<file path="src/rtl/pebr_pkg.sv">
// Package with the types, constants and codes of the base-relocation fixup block.
`default_nettype none
package pebr_pkg;

  localparam int unsigned AddrWidth  = 32;
  localparam int unsigned EntryWidth = 16;
  localparam int unsigned ValueWidth = 64;
  localparam int unsigned TypeShift  = 12;
  localparam int unsigned HalfWidth  = 16;

  localparam logic [11:0] OfsMask    = 12'hfff;
  localparam logic [31:0] RoundHalf  = 32'h0000_8000;
  localparam logic [25:0] JmpMask    = 26'h3ff_ffff;
  localparam logic [11:0] FinalFlag  = 12'h002;

  typedef enum logic [3:0] {
    REL_ABSOLUTE     = 4'd0,
    REL_HIGH         = 4'd1,
    REL_LOW          = 4'd2,
    REL_HIGHLOW      = 4'd3,
    REL_HIGHADJ      = 4'd4,
    REL_MIPS_JMPADDR = 4'd5,
    REL_DIR64        = 4'd10
  } rel_type_t;

  typedef enum logic [1:0] {
    WIDTH_NONE  = 2'd0,
    WIDTH_TWO   = 2'd1,
    WIDTH_FOUR  = 2'd2,
    WIDTH_EIGHT = 2'd3
  } write_width_t;

  typedef enum logic [1:0] {
    KIND_NONE = 2'd0,
    KIND_PAIR = 2'd1,
    KIND_SKIP = 2'd2,
    KIND_IDLE = 2'd3
  } pending_kind_t;

  typedef struct packed {
    pending_kind_t          kind;
    logic [HalfWidth-1:0]   held_high_half;
    logic [AddrWidth-1:0]   held_target;
  } pebr_state_t;

  typedef struct packed {
    logic [AddrWidth-1:0]   target_address;
    logic [ValueWidth-1:0]  new_value;
    write_width_t           write_width;
    logic                   error;
  } pebr_result_t;

endpackage
`default_nettype wire

</file>
<file path="src/rtl/pe_base_relocation_fixup.sv">
// Top level of the PE base-relocation fixup block.
//
// The block takes one relocation entry per cycle; its result comes from an output
// register in the cycle after acceptance; a full output register that is stalled
// stops input acceptance. A HIGHADJ entry that opens a pair gives no result itself;
// the pair's result appears with the following entry. The delta register is written
// through the configuration channel, which is always ready, and must only change
// while idle.
`default_nettype none
module pe_base_relocation_fixup (
  input  wire logic                            clk,
  input  wire logic                            rst,
  input  wire logic                            cfg_valid,
  output logic                                 cfg_ready,
  input  wire logic [pebr_pkg::ValueWidth-1:0] delta,
  input  wire logic                            in_valid,
  output logic                                 in_stall,
  input  wire logic [pebr_pkg::AddrWidth-1:0]  page_address,
  input  wire logic [pebr_pkg::EntryWidth-1:0] entry,
  input  wire logic [pebr_pkg::ValueWidth-1:0] target_value,
  input  wire logic                            block_last,
  output logic                                 out_valid,
  input  wire logic                            out_stall,
  output logic [pebr_pkg::AddrWidth-1:0]       target_address,
  output logic [pebr_pkg::ValueWidth-1:0]      new_value,
  output logic [1:0]                           write_width,
  output logic                                 error
);
  import pebr_pkg::*;

  logic [ValueWidth-1:0] delta_value;
  pebr_state_t           state;
  pebr_state_t           state_next;
  pebr_result_t          result;
  pebr_result_t          result_next;
  logic                  has_result;
  logic                  in_accept;

  assign cfg_ready = 1'b1;
  assign in_stall  = out_valid & out_stall;
  assign in_accept = in_valid & ~in_stall;

  pebr_fixup u_fixup (
    .page_address (page_address),
    .entry        (entry),
    .target_value (target_value),
    .block_last   (block_last),
    .delta        (delta_value),
    .state        (state),
    .state_next   (state_next),
    .result       (result_next),
    .has_result   (has_result)
  );

  always_ff @(posedge clk) begin
    if (rst) begin
      delta_value <= '0;
      state       <= '{kind: KIND_NONE, held_high_half: '0, held_target: '0};
      out_valid   <= 1'b0;
    end else begin
      if (cfg_valid && cfg_ready) begin
        delta_value <= delta;
      end
      if (in_accept) begin
        state     <= state_next;
        out_valid <= has_result;
      end else if (!out_stall) begin
        out_valid <= 1'b0;
      end
    end
  end

  always_ff @(posedge clk) begin
    if (in_accept && has_result) begin
      result <= result_next;
    end
  end

  assign target_address = result.target_address;
  assign new_value      = result.new_value;
  assign write_width    = result.write_width;
  assign error          = result.error;

endmodule
`default_nettype wire

</file>
<file path="src/rtl/pebr_fixup.sv">
// Combinational fixup of one relocation entry, including the HIGHADJ pairing state.
`default_nettype none
module pebr_fixup (
  input  wire logic [pebr_pkg::AddrWidth-1:0]  page_address,
  input  wire logic [pebr_pkg::EntryWidth-1:0] entry,
  input  wire logic [pebr_pkg::ValueWidth-1:0] target_value,
  input  wire logic                            block_last,
  input  wire logic [pebr_pkg::ValueWidth-1:0] delta,
  input  wire pebr_pkg::pebr_state_t           state,
  output pebr_pkg::pebr_state_t                state_next,
  output pebr_pkg::pebr_result_t               result,
  output logic                                 has_result
);
  import pebr_pkg::*;

  logic [11:0]          ofs;
  logic [3:0]           type_code;
  logic [AddrWidth-1:0] addr;
  logic [31:0]          d32;
  logic [31:0]          lo_ext;
  logic [31:0]          pair_sum;
  logic [31:0]          high_sum;
  logic [31:0]          low_sum;
  logic [31:0]          hl_sum;
  logic [31:0]          jmp_sum;
  logic [63:0]          dir_sum;

  assign ofs       = entry[11:0] & OfsMask;
  assign type_code = entry[EntryWidth-1:TypeShift];
  assign addr      = page_address + {20'd0, ofs};
  assign d32       = delta[31:0];
  assign lo_ext    = {{16{entry[15]}}, entry};
  assign pair_sum  = {state.held_high_half, 16'd0} + lo_ext + d32 + RoundHalf;
  assign high_sum  = {target_value[15:0], 16'd0} + d32;
  assign low_sum   = {16'd0, target_value[15:0]} + d32;
  assign hl_sum    = target_value[31:0] + d32;
  assign jmp_sum   = {target_value[25:0] & JmpMask, 2'b00} + d32;
  assign dir_sum   = target_value + delta;

  always_comb begin
    state_next            = state;
    state_next.kind       = KIND_NONE;
    has_result            = 1'b1;
    result.target_address = addr;
    result.new_value      = '0;
    result.write_width    = WIDTH_NONE;
    result.error          = 1'b0;
    priority if (state.kind == KIND_PAIR) begin
      result.target_address = state.held_target;
      result.new_value      = {48'd0, pair_sum[31:16]};
      result.write_width    = WIDTH_TWO;
    end else if (state.kind == KIND_SKIP) begin
      has_result = 1'b0;
    end else begin
      unique case (type_code)
        REL_ABSOLUTE: begin
        end
        REL_HIGH: begin
          result.new_value   = {48'd0, high_sum[31:16]};
          result.write_width = WIDTH_TWO;
        end
        REL_LOW: begin
          result.new_value   = {48'd0, low_sum[15:0]};
          result.write_width = WIDTH_TWO;
        end
        REL_HIGHLOW: begin
          result.new_value   = {32'd0, hl_sum};
          result.write_width = WIDTH_FOUR;
        end
        REL_HIGHADJ: begin
          priority if (block_last) begin
            result.error = 1'b1;
          end else if ((ofs & FinalFlag) != 12'd0) begin
            state_next.kind = KIND_SKIP;
          end else begin
            state_next.kind           = KIND_PAIR;
            state_next.held_high_half = target_value[15:0];
            state_next.held_target    = addr;
            has_result                = 1'b0;
          end
        end
        REL_MIPS_JMPADDR: begin
          result.new_value   = {32'd0, target_value[31:26], jmp_sum[27:2] & JmpMask};
          result.write_width = WIDTH_FOUR;
        end
        REL_DIR64: begin
          result.new_value   = dir_sum;
          result.write_width = WIDTH_EIGHT;
        end
        default: begin
          result.error = 1'b1;
        end
      endcase
    end
  end

endmodule
`default_nettype wire

</file>
<file path="config.mk">
export PLATFORM = sky130hd
export DESIGN_NAME = pe_base_relocation_fixup
export DESIGN_NICKNAME = d
export VERILOG_FILES = /design/src/rtl/pebr_pkg.sv /design/src/rtl/pe_base_relocation_fixup.sv /design/src/rtl/pebr_fixup.sv
export SDC_FILE = /design/constraint.sdc
export NUM_CORES = 1
export LEC_CHECK = 0
export BUFFER_PORTS_ARGS = -buffer_cell sky130_fd_sc_hd__buf_2
export CORE_ASPECT_RATIO = 2
export CORE_MARGIN = 2
export CORE_UTILIZATION = 50
export CTS_CLUSTER_DIAMETER = 100
export DETAILED_ROUTE_END_ITERATION = 16
export PLACE_DENSITY = 0.72
export SLEW_MARGIN = 20
export SYNTH_ARGS = -nofsm -noshare
export SYNTH_HDL_FRONTEND = slang
export SYNTH_SLANG_ARGS = --single-unit
</file>
<file path="constraint.sdc">
create_clock -name clk -period 9.3 [get_ports clk]
set_input_delay 1.395 -clock clk [delete_from_list [all_inputs] [get_ports clk]]
set_output_delay 1.395 -clock clk [all_outputs]
set_load 0.01 [all_outputs]
</file>
==> flow_summary.ini <==
[run_status]
status = completed

[logic_synthesis]
synth_xor_area_share_pct = 7.47
yosysSeqAreaShare_pct = 32.1
synth_cell_types = 87
async_reset_ff_share_pct = 0
synth-simple-area-share_pct = 16.9
synth_adder_area_share_pct = 14.8
netlist_area_um2 = 16400
synth_edf_count = 99
synth_compound_area_share_pct = 19.1
syn_nets = 2209
synth_warnings = 0
synth_top_family_by_area = compound AO/OA/AOI/OAI gates
muxShareOfSynthArea_pct = 6.42
synthCells = 1844
synth_ff_type = dfxtp_1
syn_avg_cell_area_um2 = 8.90
synth-seq-cells = 214

[pwr]
ir_worst_vdd_mv = 0.127
power_leakage_nw = 8.45
powerDensity_nw_per_um2 = 143

[critical_path]
startpoint_type = input pin
worst_ep_arrival_time_ns = 5.06
path_max_fanout = 23
criticalPathCategory = in -> reg
reg2reg_depth = 13
endpoint_kind = flop
rr_startpoint = delta_value[0]
r2r-end = new_value[60]
required_ns = 9.55
r2r_slack_ns = 5.49

[sta]
period_minus_slack_ns = 4.81
fmax_mhz = 208
clock_skew_ns = 0.0259
hold_viol_final = 0
fin_setup_tns_ns = 0
relSlewSlack_pct = 41.7
rsz0062_at_grt = no
hold_slack_ns = 0.457
timing.final.crit_share_pct = 51.7
slew_violations = 0
setup_ws_ns = 4.49
tightest_slew_ns = 0.875
setup_viol = 0

[min_path]
holdPathStages = 2
hold_path_end = state[0]
worstHoldPathType = reg -> reg
worstHoldStart = state[0]

[floorplan]
io_pins = 284
num_rows = 93
die-area_um2 = 34400
initial_utilization_pct = 50.9
fp.dieH_um = 260
die_x_um = 132
core_region_area_um2 = 32200

[clock_network]
postCtsSetupRepairBufs = 0
ctsHoldBuffers = 0
cts_num_sinks = 214
h-tree-depth = 1
cts.reportedPaths.clkPinSlew_ns = 0.07
ctsResizeCount = 0
root_buffer = clkbuf_16
worstSkewPairLatency_ns = 0.54
clk_path_buf_depth = 3
cts_inserted_buffers = 22
tritoncts = done

[global_routing]
grt_max_degree = 72
grt_pass1_wl_mm = 80.3
grt_pass1_vias = 15200
overflow = 0
antenna_found_initial = 1
grt_usage_pct = 29.5

[route]
postRouteAntennaNets = 0
firstDrtPassIters = 5
routed_via_density = 5.95
totalWireLength_mm = 52.1
drc = 0
wire_per_inst_um = 20.6
drtIter0Drc = 869
vias = 15100

[cells_and_area]
seqCellArea_um2 = 5280
final.fill_count = 2930
multiInputGateArea_um2 = 10600
fin_nets = 2451
final_cell_mix = buf_2 (280), nor2_1 (208), ha_1 (164), nand2_1 (161), a21oi_1 (148)
area_growth_syn_to_layout_pct = 15.0
final_util_pct = 58.6
mostFrequentLayoutCell = buf_2
drive_gt1_share_pct = 19.1

[job]
maxCapViolCount = 0

[place]
pre_cts_ws_ns = 3.96
dp_hpwl_mm = 41.2
port_buffers = 282
place_congestion = 0.979
-- critical path: stages --
cell and delay (ns):
buf_2 0.58, nor3_2 0.09, buf_4 0.24, mux2_2 0.25, ha_1 0.15, inv_1 0.05
fa_1 0.40, nand3b_1 0.20, a21o_1 0.18, a21oi_1 0.18, o21ai_0 0.15, a21oi_1 0.26
a31oi_1 0.16, o21ai_0 0.25, xor2_1 0.10, a222oi_1 0.27, o22ai_1 0.12
-- layout make-up --
| cell class | instances | area share (%) |
|---|---|---|
| multi-input cells | 1498 | 56.4 |
| inverters | 54 | 1.07 |
| repair buffers | 296 | 8.06 |
| clock buffers | 24 | 3.01 |
| flip-flops and latches | 214 | 27.9 |
| well taps | 427 | 2.83 |
| clock inverters | 16 | 0.676 |
| diodes | 2 | 0.0265 |
-- per-stage QoR --
step	area [µm²]	total power, mW	cells
global placement	18200	1.82	2489
CTS	18900	2.72	2529
floorplan	16400	1.60	1844
global route	18900	2.83	2530
detailed placement	18200	1.84	2489
finish	18900	2.71	2531
-- where the power goes --
group	switching [mW]	internal, mW
logic	0.444	0.303
registers	0.0416	1.04
clock network	0.399	0.475
total	0.884	1.82
-- synthesized netlist by cell type, drive strengths merged (4+ instances only) --
library cell  count  area, µm²
nor2            210        791
ha              164       2050
nand2           161        604
a21oi           150        758
dfxtp           115       2300
o21ai           106        542
edfxtp           99       2970
xnor2            80        701
clkbuf           70        263
mux2i            66        661
xor2             60        526
inv              53        199
a21o             47        353
mux2             35        394
nor3             34        185
nand4            30        188
o21a             30        225
nand3            27        145
a31oi            21        176
nor2b            21        131
o22ai            21        131
fa               19        380
nand2b           19        119
and3             16        100
o21bai           16        120
a211oi           14        105
o31ai            11       97.6
or2              11       68.8
or3              11       68.8
and2             10       62.6
a21boi            9       67.6
o211ai            9       72.6
a221oi            8       76.3
buf               8       47.5
nor4              8       56.3
a222oi            7       70.1
and4              7       63.8
a211o             6       52.6
nand3b            5       37.5
nor3b             4       35.0
-- how the worst max path moves through the flow --
| stage | startpoint | end | slack [ns] | cells past startpoint |
|---|---|---|---|---|
| 6_report | entry[15] | new_value[14] | 4.49 | 17 |
| 5_1_grt | entry[15] | new_value[14] | 4.16 | 17 |
| 4_1_cts | entry[15] | new_value[14] | 4.51 | 17 |
| 3_5_place_dp | entry[15] | new_value[14] | 3.96 | 17 |
| 3_3_place_gp | entry[15] | new_value[14] | 4.03 | 17 |
| 2_1_floorplan | entry[15] | error | 2.50 | 7 |
-- metal layers --
layer | track usage (%) | part of all wire, % | vias up
li1 | - | - | 7216
met1 | 29.1 | 34 | 7082
met2 | 56.5 | 53 | 571
met3 | 2.64 | 4.3 | 185
met4 | 22.3 | 8.3 | 0
met5 | 0 | 0 | -
-- kinds of logic after synthesis --
family | count (synthesis)
and+or+nand+nor | 587
AOI/OAI and AO/OA | 486
DFF | 214
adders and majority gates | 183
xor gates and xnor gates | 140
buffers and inverters | 132
muxes | 101
other | 1
-- flip-flops by register name (all words and copies together) (netlist names) --
signal / count
state: 50
write_width: 2
error: 1
out_valid: 1
target_address: 32
delta_value: 64
new_value: 64
(Power assumes the default switching activity.)
